## src/rtl/wall_bitmap_autotiler_macros.svh

```systemverilog
// Assertion macros shared by the autotiler RTL.
`ifndef WALL_BITMAP_AUTOTILER_MACROS_SVH
`define WALL_BITMAP_AUTOTILER_MACROS_SVH

// Same-cycle implication, disabled while reset is asserted.
`define WBAT_ASSERT_IMP(lbl, clk, rst_n, ante, cons) \
  lbl: assert property (@(posedge clk) disable iff (!rst_n) (ante) |-> (cons)) \
    else $error("wbat: implication check failed");

// Implication with the consequent checked later than the antecedent.
`define WBAT_ASSERT_D2(lbl, clk, rst_n, ante, cons) \
  lbl: assert property (@(posedge clk) disable iff (!rst_n) (ante) |-> ##2 (cons)) \
    else $error("wbat: two-cycle check failed");

`endif

```

## src/rtl/wbat_pkg.sv

```systemverilog
// Shared types and constants of the wall bitmap autotiler.
package wbat_pkg;

  localparam int DEF_MAP_COLUMNS = 32;
  localparam int DEF_MAP_ROWS    = 24;

  // Width for byte address arithmetic; covers any row/column the ports can name.
  localparam int CALC_W = 11;

  localparam logic [3:0] MASK_LEFT   = 4'h1;
  localparam logic [3:0] MASK_RIGHT  = 4'h2;
  localparam logic [3:0] MASK_TOP    = 4'h4;
  localparam logic [3:0] MASK_BOTTOM = 4'h8;
  localparam logic [3:0] MASK_ALL    = 4'hf;

  typedef enum logic [0:0] {
    OP_WRITE = 1'b0,
    OP_QUERY = 1'b1
  } opcode_e;

  // Per-query info carried from the address stage to the tile stage.
  typedef struct packed {
    logic       bad;        // cell outside the map
    logic       last_col;   // last column, fixed code
    logic       first_col;  // left side is the map border
    logic       right_ok;   // right neighbor is a cell before the last column
    logic       top_edge;   // first row
    logic       bot_edge;   // last row
    logic [2:0] bit_sel;    // bit of the cell inside its byte
  } query_t;

endpackage

```

## src/rtl/wall_bitmap_autotiler.sv

```systemverilog
// Top level of the wall bitmap autotiler.
//
// Usage:
//   Commands enter on start/opcode_i; a command transfers at a clock edge with
//   start high and busy low. busy is always low: a command can be issued every
//   cycle. opcode_i = write stores map_byte_i at byte_index_i (rows are
//   1 + MAP_COLUMNS/8 bytes, cell x is bit x+1 of its row); writes beyond the
//   map are dropped and never give a result. opcode_i = query looks up the
//   cell at cell_column_i/cell_row_i.
//   A query's result shows on tile_code_o/bad_cell_o with done_o high
//   for exactly one cycle, after the map store read and lookup registers,
//   then the tile result register. Throughput is one command per cycle.
//   A write followed by a query in the next cycle already sees the new byte.
//   Results cannot be held off; the receiver must take them on done_o.
//   tile_base is written with cfg_we_i/cfg_wdata_i; the user must do so only
//   while no query is in flight, the block does not enforce it. Reset clears
//   tile_base and the pipeline valids; map bytes are undefined until written
//   and must be loaded before the cells that read them are queried.
`include "wall_bitmap_autotiler_macros.svh"

module wall_bitmap_autotiler #(
  parameter int MAP_COLUMNS = wbat_pkg::DEF_MAP_COLUMNS,
  parameter int MAP_ROWS    = wbat_pkg::DEF_MAP_ROWS
) (
  input  logic       clk_i,
  input  logic       rst_ni,
  input  logic       start,
  output logic       busy,
  input  logic       opcode_i,
  input  logic [6:0] byte_index_i,
  input  logic [7:0] map_byte_i,
  input  logic [4:0] cell_column_i,
  input  logic [4:0] cell_row_i,
  input  logic       cfg_we_i,
  input  logic [7:0] cfg_wdata_i,
  output logic [7:0] tile_code_o,
  output logic       bad_cell_o,
  output logic       done_o
);

  import wbat_pkg::*;

  localparam int STRIDE    = 1 + MAP_COLUMNS / 8;
  localparam int MAP_BYTES = MAP_ROWS * STRIDE;
  localparam int ADDR_W    = $clog2(MAP_BYTES);

  logic              cmd_xfer;
  logic              query_xfer;
  logic              write_en;
  logic [7:0]        tile_base_q;
  logic [ADDR_W-1:0] center_addr;
  logic [ADDR_W-1:0] side_addr;
  logic [ADDR_W-1:0] up_addr;
  logic [ADDR_W-1:0] down_addr;
  logic [7:0]        center_byte;
  logic [7:0]        side_byte;
  logic [7:0]        up_byte;
  logic [7:0]        down_byte;
  logic              query_valid;
  query_t            query;

  assign busy       = 1'b0;
  assign cmd_xfer   = start && !busy;
  assign query_xfer = cmd_xfer && (opcode_i == OP_QUERY);
  // Writes past the end of the map are dropped.
  assign write_en   = cmd_xfer && (opcode_i == OP_WRITE) &&
                      (int'(byte_index_i) < MAP_BYTES);

  always_ff @(posedge clk_i or negedge rst_ni) begin
    if (!rst_ni) begin
      tile_base_q <= '0;
    end else if (cfg_we_i) begin
      tile_base_q <= cfg_wdata_i;
    end
  end

  wbat_lookup #(
    .MAP_COLUMNS (MAP_COLUMNS),
    .MAP_ROWS    (MAP_ROWS),
    .ADDR_W      (ADDR_W)
  ) u_lookup (
    .clk_i         (clk_i),
    .rst_ni        (rst_ni),
    .query_i       (query_xfer),
    .cell_column_i (cell_column_i),
    .cell_row_i    (cell_row_i),
    .center_addr_o (center_addr),
    .side_addr_o   (side_addr),
    .up_addr_o     (up_addr),
    .down_addr_o   (down_addr),
    .query_valid_o (query_valid),
    .query_o       (query)
  );

  // Two copies of the map, written together, give four reads per cycle:
  // the cell's row (cell byte and the byte across a byte edge), above, below.
  wbat_mem #(
    .DEPTH  (MAP_BYTES),
    .ADDR_W (ADDR_W)
  ) u_mem_row (
    .clk_i     (clk_i),
    .we_i      (write_en),
    .waddr_i   (ADDR_W'(byte_index_i)),
    .wdata_i   (map_byte_i),
    .raddr_a_i (center_addr),
    .raddr_b_i (side_addr),
    .rdata_a_o (center_byte),
    .rdata_b_o (side_byte)
  );

  wbat_mem #(
    .DEPTH  (MAP_BYTES),
    .ADDR_W (ADDR_W)
  ) u_mem_vert (
    .clk_i     (clk_i),
    .we_i      (write_en),
    .waddr_i   (ADDR_W'(byte_index_i)),
    .wdata_i   (map_byte_i),
    .raddr_a_i (up_addr),
    .raddr_b_i (down_addr),
    .rdata_a_o (up_byte),
    .rdata_b_o (down_byte)
  );

  wbat_tile u_tile (
    .clk_i         (clk_i),
    .rst_ni        (rst_ni),
    .query_valid_i (query_valid),
    .query_i       (query),
    .center_byte_i (center_byte),
    .side_byte_i   (side_byte),
    .up_byte_i     (up_byte),
    .down_byte_i   (down_byte),
    .tile_base_i   (tile_base_q),
    .tile_code_o   (tile_code_o),
    .bad_cell_o    (bad_cell_o),
    .done_o        (done_o)
  );

  // A result only ever follows an earlier query transfer.
  `WBAT_ASSERT_IMP(a_done_from_query, clk_i, rst_ni, done_o, $past(query_xfer, 2))
  // A write transfer never produces a result.
  `WBAT_ASSERT_D2(a_write_silent, clk_i, rst_ni, cmd_xfer && (opcode_i == OP_WRITE), !done_o)
  // A bad cell always reports code zero.
  `WBAT_ASSERT_IMP(a_bad_zero, clk_i, rst_ni, done_o && bad_cell_o, tile_code_o == 8'd0)

endmodule

```

## src/rtl/wbat_mem.sv

```systemverilog
// Map byte store: one write port, two registered read ports.
module wbat_mem #(
  parameter int DEPTH  = 120,
  parameter int ADDR_W = 7
) (
  input  logic              clk_i,
  input  logic              we_i,
  input  logic [ADDR_W-1:0] waddr_i,
  input  logic [7:0]        wdata_i,
  input  logic [ADDR_W-1:0] raddr_a_i,
  input  logic [ADDR_W-1:0] raddr_b_i,
  output logic [7:0]        rdata_a_o,
  output logic [7:0]        rdata_b_o
);

  logic [7:0] store_q [DEPTH];
  logic [7:0] rd_a_q;
  logic [7:0] rd_b_q;

  always_ff @(posedge clk_i) begin
    if (we_i) begin
      store_q[waddr_i] <= wdata_i;
    end
    rd_a_q <= store_q[raddr_a_i];
    rd_b_q <= store_q[raddr_b_i];
  end

  assign rdata_a_o = rd_a_q;
  assign rdata_b_o = rd_b_q;

endmodule

```

## src/rtl/wbat_lookup.sv

```systemverilog
// Address stage: byte addresses of a cell and its neighbors, query info register.
module wbat_lookup #(
  parameter int MAP_COLUMNS = 32,
  parameter int MAP_ROWS    = 24,
  parameter int ADDR_W      = 7
) (
  input  logic                clk_i,
  input  logic                rst_ni,
  input  logic                query_i,
  input  logic [4:0]          cell_column_i,
  input  logic [4:0]          cell_row_i,
  output logic [ADDR_W-1:0]   center_addr_o,
  output logic [ADDR_W-1:0]   side_addr_o,
  output logic [ADDR_W-1:0]   up_addr_o,
  output logic [ADDR_W-1:0]   down_addr_o,
  output logic                query_valid_o,
  output wbat_pkg::query_t    query_o
);

  import wbat_pkg::*;

  localparam int STRIDE    = 1 + MAP_COLUMNS / 8;
  localparam int MAP_BYTES = MAP_ROWS * STRIDE;

  logic [5:0]        pos;
  logic [CALC_W-1:0] row_base;
  logic [CALC_W-1:0] center;
  logic [CALC_W-1:0] side;
  logic [CALC_W-1:0] up;
  logic [CALC_W-1:0] down;
  query_t            query_d;
  query_t            query_q;
  logic              valid_q;

  // Out-of-range addresses belong to neighbors that are never looked at.
  function automatic logic [ADDR_W-1:0] clamp(input logic [CALC_W-1:0] a);
    logic [ADDR_W-1:0] r;
    r = '0;
    if (a < CALC_W'(MAP_BYTES)) begin
      r = ADDR_W'(a);
    end
    return r;
  endfunction

  always_comb begin
    pos      = 6'(cell_column_i) + 6'd1;
    row_base = CALC_W'(cell_row_i) * CALC_W'(STRIDE);
    center   = row_base + CALC_W'(pos[5:3]);
    // Horizontal neighbor crosses a byte only at the byte edges.
    side     = (pos[2:0] == 3'd0) ? center - CALC_W'(1) : center + CALC_W'(1);
    up       = (cell_row_i == 5'd0) ? '0 : center - CALC_W'(STRIDE);
    down     = center + CALC_W'(STRIDE);

    query_d.bad       = (int'(cell_column_i) >= MAP_COLUMNS) ||
                        (int'(cell_row_i) >= MAP_ROWS);
    query_d.last_col  = int'(cell_column_i) == MAP_COLUMNS - 1;
    query_d.first_col = cell_column_i == 5'd0;
    query_d.right_ok  = int'(cell_column_i) < MAP_COLUMNS - 2;
    query_d.top_edge  = cell_row_i == 5'd0;
    query_d.bot_edge  = int'(cell_row_i) == MAP_ROWS - 1;
    query_d.bit_sel   = pos[2:0];
  end

  assign center_addr_o = clamp(center);
  assign side_addr_o   = clamp(side);
  assign up_addr_o     = clamp(up);
  assign down_addr_o   = clamp(down);

  always_ff @(posedge clk_i or negedge rst_ni) begin
    if (!rst_ni) begin
      valid_q <= 1'b0;
    end else begin
      valid_q <= query_i;
    end
  end

  always_ff @(posedge clk_i) begin
    if (query_i) begin
      query_q <= query_d;
    end
  end

  assign query_valid_o = valid_q;
  assign query_o       = query_q;

endmodule

```

## src/rtl/wbat_tile.sv

```systemverilog
// Tile stage: edge mask from the fetched bytes, registered result.
module wbat_tile (
  input  logic             clk_i,
  input  logic             rst_ni,
  input  logic             query_valid_i,
  input  wbat_pkg::query_t query_i,
  input  logic [7:0]       center_byte_i,
  input  logic [7:0]       side_byte_i,
  input  logic [7:0]       up_byte_i,
  input  logic [7:0]       down_byte_i,
  input  logic [7:0]       tile_base_i,
  output logic [7:0]       tile_code_o,
  output logic             bad_cell_o,
  output logic             done_o
);

  import wbat_pkg::*;

  logic       wall;
  logic       left_wall;
  logic       right_wall;
  logic [3:0] mask;
  logic [7:0] code_d;
  logic [7:0] code_q;
  logic       bad_q;
  logic       done_q;

  always_comb begin
    wall       = center_byte_i[query_i.bit_sel];
    left_wall  = (query_i.bit_sel == 3'd0) ? side_byte_i[7]
                                          : center_byte_i[query_i.bit_sel - 3'd1];
    right_wall = (query_i.bit_sel == 3'd7) ? side_byte_i[0]
                                          : center_byte_i[query_i.bit_sel + 3'd1];

    mask = '0;
    if (!query_i.first_col && !left_wall) mask = mask | MASK_LEFT;
    if (query_i.right_ok && !right_wall) mask = mask | MASK_RIGHT;
    if (query_i.top_edge || !up_byte_i[query_i.bit_sel]) mask = mask | MASK_TOP;
    if (query_i.bot_edge || !down_byte_i[query_i.bit_sel]) mask = mask | MASK_BOTTOM;

    if (query_i.bad) begin
      code_d = '0;
    end else if (query_i.last_col) begin
      code_d = tile_base_i + 8'(MASK_ALL);
    end else if (!wall) begin
      code_d = tile_base_i;
    end else begin
      code_d = tile_base_i + 8'(mask);
    end
  end

  always_ff @(posedge clk_i or negedge rst_ni) begin
    if (!rst_ni) begin
      done_q <= 1'b0;
    end else begin
      done_q <= query_valid_i;
    end
  end

  always_ff @(posedge clk_i) begin
    if (query_valid_i) begin
      code_q <= code_d;
      bad_q  <= query_i.bad;
    end
  end

  assign tile_code_o = code_q;
  assign bad_cell_o  = bad_q;
  assign done_o      = done_q;

endmodule

```

## config.mk

```make
export PLATFORM = sky130hd
export DESIGN_NAME = wall_bitmap_autotiler
export DESIGN_NICKNAME = d
export VERILOG_FILES = /design/src/rtl/wbat_pkg.sv /design/src/rtl/wall_bitmap_autotiler.sv /design/src/rtl/wbat_mem.sv /design/src/rtl/wbat_lookup.sv /design/src/rtl/wbat_tile.sv
export VERILOG_INCLUDE_DIRS = /design/src /design/src/rtl
export SDC_FILE = /design/constraint.sdc
export NUM_CORES = 2
export LEC_CHECK = 0
export BUFFER_PORTS_ARGS = -buffer_cell sky130_fd_sc_hd__buf_2
export CAP_MARGIN = 30
export CORE_MARGIN = 4
export CORE_UTILIZATION = 40
export DETAILED_ROUTE_END_ITERATION = 8
export PLACE_DENSITY_LB_ADDON = 0.05
export SETUP_SLACK_MARGIN = 0.15
export SLEW_MARGIN = 20
export SYNTH_ARGS = -nofsm -noshare
export SYNTH_HDL_FRONTEND = slang
export SYNTH_SLANG_ARGS = --single-unit
```

## constraint.sdc

```tcl
create_clock -name clk_i -period 3.7 [get_ports clk_i]
set_clock_uncertainty 0.2 [all_clocks]
set_input_delay 0.185 -clock clk_i [delete_from_list [all_inputs] [get_ports clk_i]]
set_output_delay 0.185 -clock clk_i [all_outputs]
set_load 0.1 [all_outputs]
```

# After elaboration in Yosys (flattened, before gate mapping)
# Memories as Yosys holds them, arrays and structs flattened. A register that Yosys moved wholly into a read port is not among the register bits.
# Cells that the tools add are included.
[classes]
add_sub_neg = 10
multipliers = 1
n_lt_le_gt_ge = 10
eq_ne = 3
mux = 26
n_bitwise = 1
reduce_logical = 16
[op_table]
columns = ["cell", "n"]
rows = [
  ["$lt 11x7->1 const B", 4],
  ["$mux 7", 4],
  ["$mux 11", 2],
  ["$mux 8", 2],
  ["$bmux 1 s3", 5],
  ["$lt 3x4->1 const B", 3],
  ["$add 11x1->11 const B", 1],
  ["$add 11x3->11 const B", 1],
  ["$sub 11x1->11 const B", 1],
  ["$sub 11x3->11 const B", 1],
  ["$logic_not 5->1", 2],
  ["$mux 1", 10],
  ["$add 8x3->9", 1],
  ["$add 8x4->8", 1],
  ["$add 8x4->8 const B", 1],
  ["$mul 5x3->8 const B", 1],
  ["$lt 7x7->1 const B", 1],
  ["$add 5x1->6 const B", 1],
  ["$logic_not 3->1", 2],
  ["$eq 5x1->1 const B", 1],
  ["$eq 5x5->1 const B", 1],
  ["$ge 5x5->1 const B", 1],
  ["$logic_and 1x1->1", 5],
  ["$logic_not 1->1", 5],
  ["other kinds (9)", 10],
]
[word_totals]
register_bits = 28
ram_bits = 1920
inputBits = 38
output_inout_bits = 11
wordCells = 81
n_memories = 2
[mem_list]
columns = ["memory", "depth", "width", "rd", "rd_ports_with_merged_regs", "wr", "line", "rtl"]
rows = [
  ["u_mem_row.store_q", 120, 8, 2, 2, 1, "wbat_mem.sv:16", "logic [7:0] store_q [DEPTH];"],
  ["u_mem_vert.store_q", 120, 8, 2, 2, 1, "wbat_mem.sv:16", ""],
]

# Logic depth before layout (Yosys ltp)
[depth]
depth_word = 13
ltp_mapped = 25
mapped_depth_nobuf = 18

# By module
# Synthesis repeated with hierarchy kept, for this count alone.
[hier_totals]
cells_unflattened = 5079
area_unflattened_um2 = 95062.4
[modules_own_cells]
columns = ["module", "instances", "cells_each", "area_per_inst_um2", "seq_area_each_um2"]
rows = [
  ["wbat_mem", 2, 2368, 45876.5, 29148.0],
  ["wbat_lookup", 1, 206, 1706.6, 295.3],
  ["wbat_tile", 1, 115, 1238.7, 295.3],
  ["wall_bitmap_autotiler", 1, 22, 364.1, 200.2],
]

# Worst setup path before layout
# Ideal clock, no wire load.
[synth_path]
path_type = "input to register"
startpoint = "input cell_column_i[2]"
endpoint = "register u_mem_row.rd_b_q[0] (netlist: u_mem_row.rdata_b_o[0]), read port of u_mem_row.store_q"
setup_ns = 0.128
t_arrival_ns = 5.290
required_time_ns = 3.372
slack_ns = -1.917
path_stages = 25
path_buffers = 9
cell_sequence = "nand3_1 -> xnor2_1 -> ha_1 -> clkbuf_1 -> inv_1 -> clkbuf_1 -> clkbuf_1 -> buf_1 -> clkbuf_1 -> clkbuf_1 -> ha_1 -> nor2b_1 -> and4_1 -> o21ai_0 -> o211a_1 -> o22a_1 -> buf_2 -> a211oi_4 -> buf_2 -> buf_4 -> mux4_2 -> nor2_1 -> a31oi_1 -> a31oi_1 -> o32ai_1"
[synth_via]
elab_chain_cells = 6
word_cells_on_any_way = 8
cone_classes = "add/sub (4); order compare (1); mux (2); reduce/logical (1)"
[synth_rtl]
columns = ["item", "line", "rtl"]
rows = [
  ["from (decl)", "wall_bitmap_autotiler.sv:32", "input logic [4:0] cell_column_i,"],
  ["$add 5x1->6 (*)", "wbat_lookup.sv:46", "pos = 6'(cell_column_i) + 6'd1;"],
  ["$add 8x3->9", "wbat_lookup.sv:48", "center = row_base + CALC_W'(pos[5:3]);"],
  ["$add 11x1->11 or $sub 11x1->11 (tied branches)", "wbat_lookup.sv:50", "side = (pos[2:0] == 3'd0) ? center - CALC_W'(1) : center + CALC_W'(1);"],
  ["$mux 11 (*)", "wbat_lookup.sv:50", ""],
  ["$lt 11x7->1", "wbat_lookup.sv:39", "if (a < CALC_W'(MAP_BYTES)) begin"],
  ["$mux 7 (*)", "wbat_lookup.sv:39", ""],
  ["to (decl)", "wbat_mem.sv:18", "logic [7:0] rd_b_q;"],
]
# Mark *: on every way between the ends. The rest lies on a longest branch, timed or not.
# A chain may end at the register's enable or synchronous reset.

# Worst setup path after layout
[layout_path]
startpoint = "input cell_column_i[1]"
endpoint = "register u_mem_row.rd_b_q[0] (netlist: u_mem_row.rdata_b_o[0]), read port of u_mem_row.store_q"
# The elaborated chain is that of the path after synthesis.

==> reports/summary.txt <==
Leak: 32.2 nW
IO Count: 49
largest net degree at the start of global routing: 123
Final Cycle Share: 129%
number of port buffers: 47
gr usage total: 47.7%
largest area contributor in the netlist: edfxtp_1
post-route minimum period: 4.77 ns
Yosys cell types: 94
CTS sink count: 1014
switching power: 30.9 mW
Top Layer Used: met5
number of CTS-inserted buffers: 116
Max Slew Vio Count: 0
syn_area_per_cell: 9.99 sq um
initial antenna violation count: 37
register share of total power: 19.5%
Core Region: 155000 sq um
unrepaired setup endpoints after global routing: true
die height: 403 um
Fill cells: 13300
CP Capture Type: register
post-route cell area: 87000 sq um
WL final: 403000 um
Routed WL per cell: 41.6 um
logic gate share of total power: 61.7%
Initial Util: 40.4%
routability cong.: 1.10
clk_lat worst skew: 0.82 ns
# DRC: 0
drt initial violations: 12700
WL met2: 159000 um
global-route wire length before repair: 534000 um
worst reg2reg path endpoint: u_tile.tile_code_o[5]
Via Count: 67900
R2R Setup Slk: -0.01 ns
Row Count: 144
Post-Syn Instances: 6251
R2R Path Start: u_lookup.query_o[0]
Max Root-Sink Buffers: 3
Clk pwr share: 18.8%
clk slew on worst S/H paths: 0.06 ns
Relative slew margins: 27.1%
Peak VDD IR: 524 uV
Setup Total Neg Slack: -24.24 ns
H-tree levels: 3
DR pass1 iterations: 7
sequential share of the synthesized area: 48.3%
top_reg_cell synth: edfxtp_1
total power: 67.0 mW
clock root cell: clkbuf_16
critical path peak fanout: 6
measured slew at the worst slew-check pin: 1.09 ns
Max-cap violations: 0
Post-synth ARST share: 0.986%
Final ANT Viol Nets: 0
outcome: finished with violations
synth-to-layout area growth: 39.3%
worst path required time: 4.21 ns
area of the die: 163000 sq um
Post-DP Area: 76600 sq um
largest cells by area after synthesis: edfxtp_1, mux4_2, nand2_1
Vias/cell: 7.00
DR WL met3: 64400 um
f_max: 210 MHz
Syn Nets: 6322
CP startpoint kind: primary input
Net Sw Frac: 46.1%
Yosys Warn Count: 0
hpwl dp: 295000 um
violated checks: setup timing
power density over cell area: 771 nW/um^2
vias in the first global route: 61300
final core occ: 56.3%
proportion of layout cells with a drive suffix above 1: 33.4%
Mapped Area: 62400 sq um
worst setup margin: -1.07 ns
final setup fails: 28
Hold Path Class: in -> reg
Yosys reg bits: 1014
worst setup path startpoint: cell_column_i[1]
total congestion overflow: 0
Yosys top cell area share: 47.0%
Arr. time, crit path: 5.28 ns
P_int: 36.1 mW
Worst setup endpoint: u_mem_row.rdata_b_o[0]
Fin. Hold Viols: 0
R2R depth: 13
Met1 Routed Length: 147000 um
Die Wd: 403 um
crit path kind: in -> reg
Post-synth EDFFs: 978
Nets: 7593
clock tree from TritonCTS: yes
cells in the final DEF (no fill, tap or decap), types with 51 or more instances in the layout:
cell type      instances
o21ai_0              255
buf_12               232
nand2_1             1044
nand3_1              331
buf_6                101
nor3_1                68
mux2i_1              279
a21oi_1              311
or3_1                 56
a211oi_1              95
edfxtp_1             978
buf_4               1236
clkbuf_16            122
nor2_1               515
mux4_2               179
o22ai_1               75
mux2_2                53
dlygate4sd3_1         56
o211ai_1             100
a31oi_1              139
nand4_1               51
o221ai_1              61
power groups by stage:
| stage | Clock (mW) | Sequential [mW] | Combinational, mW |
|---|---|---|---|
| 2_1_floorplan | 0 | 13.1 | 12.8 |
| 3_3_place_gp | 0 | 13.3 | 34.1 |
| 3_5_place_dp | 0 | 13.3 | 34.1 |
| 4_1_cts | 12.6 | 13.0 | 37.0 |
| 5_1_grt | 13.1 | 13.1 | 41.1 |
| 6_report | 12.6 | 13.1 | 41.4 |
timing repair:
item                                    CTS  global route
gates cloned                             11             4
buffers inserted                        110            84
gates resized for setup                 366           381
hold buffers                             56             0
endpoints found under the hold margin   520             0
pin swaps                               104           173
endpoints found under the setup margin   32            31
per-stage QoR:
stage	cells	hold slack, ns	setup WS [ns]
CTS	9568	0.00848	-1.04
global route	9671	0.0153	-1.09
global placement	9145	-0.132	-2.62
floorplan	6251	-0.311	-1.04
finish	9698	0.0612	-1.07
detailed placement	9174	-0.133	-2.31
worst min-delay path by stage:
stage,start,end,slack (ns),cells after the start
after floorplan,rst_ni,tile_base_q[0],-0.31,0
after global placement,rst_ni,tile_base_q[7],-0.13,1
after detailed placement,rst_ni,tile_base_q[7],-0.13,1
after CTS,byte_index_i[2],u_mem_vert.store_q[54][0],0.008,4
after global routing,byte_index_i[4],u_mem_vert.store_q[63][7],0.02,4
final,byte_index_i[2],u_mem_vert.store_q[38][0],0.06,4
cells in the mapped netlist (all sizes together) (59+ instances only):
cell    count
edfxtp    978
mux4      179
nand2    1073
nor2      546
o221ai     74
a31oi     162
a211oi    139
a21oi     357
or3        59
nand3     355
o21ai     325
o22ai      85
o211ai    101
mux2i     287
clkbuf    309
buf       245
nor3       94
worst max-delay path, stage by stage:
cell and delay (ns):
buf_8 0.10, ha_4 0.15, and3_4 0.15, ha_4 0.28
ha_4 0.20, ha_4 0.16, fa_4 0.70, buf_12 0.19
buf_4 0.13, nand2_1 0.06, a211oi_2 0.05, buf_4 0.16
or4_4 0.52, a32o_2 0.28, buf_12 0.15, a211oi_4 0.21
buf_6 0.16, buf_8 0.14, buf_12 0.12, a21oi_1 0.08
a211oi_2 0.40, o32ai_1 0.12, or4b_1 0.46, o32ai_1 0.12
registers in the layout, summed over array words and instances, names as in the netlist:
signal                  count
u_mem_vert.rdata_a_o        8
u_lookup.query_o            9
u_lookup.query_valid_o      1
u_tile.tile_code_o          8
u_tile.bad_cell_o           1
u_mem_vert.store_q        960
u_mem_row.rdata_b_o         2
u_tile.done_o               1
tile_base_q                 8
u_mem_vert.rdata_b_o        8
u_mem_row.rdata_a_o         8
routing by layer:
metal,track usage (%),vias up
met5,0.208,-
met1,62.8,33400
met3,19.5,1452
met4,28.5,28
met2,65.4,6260
li1,-,26800
kinds of logic (layout without fill, tap and decap cells):
family	count (synthesis)	after routing	share of synthesized area, %
AOI/OAI and AO/OA	1679	1679	18.1
adders and majority gates	33	33	0.685
DFF	1014	1014	48.3
muxes	519	519	12.0
and+or+nand+nor	2393	2394	16.8
buffers and inverters	588	1958	3.80
xor gates and xnor gates	24	24	0.337
other	1	33	0.00601
cell type report:
type / count / area (sq um) / area share [%]
sequential: 1014 / 30100 / 34.6
clock inverter: 81 / 1050 / 1.21
antenna: 32 / 80.1 / 0.0921
multi-input combinational: 4650 / 33200 / 38.2
tap: 2044 / 2560 / 2.94
clock buffer: 137 / 3000 / 3.45
inverter: 34 / 140 / 0.161
timing repair buffer: 1706 / 16800 / 19.3
Power figures use the tool's default switching activity.
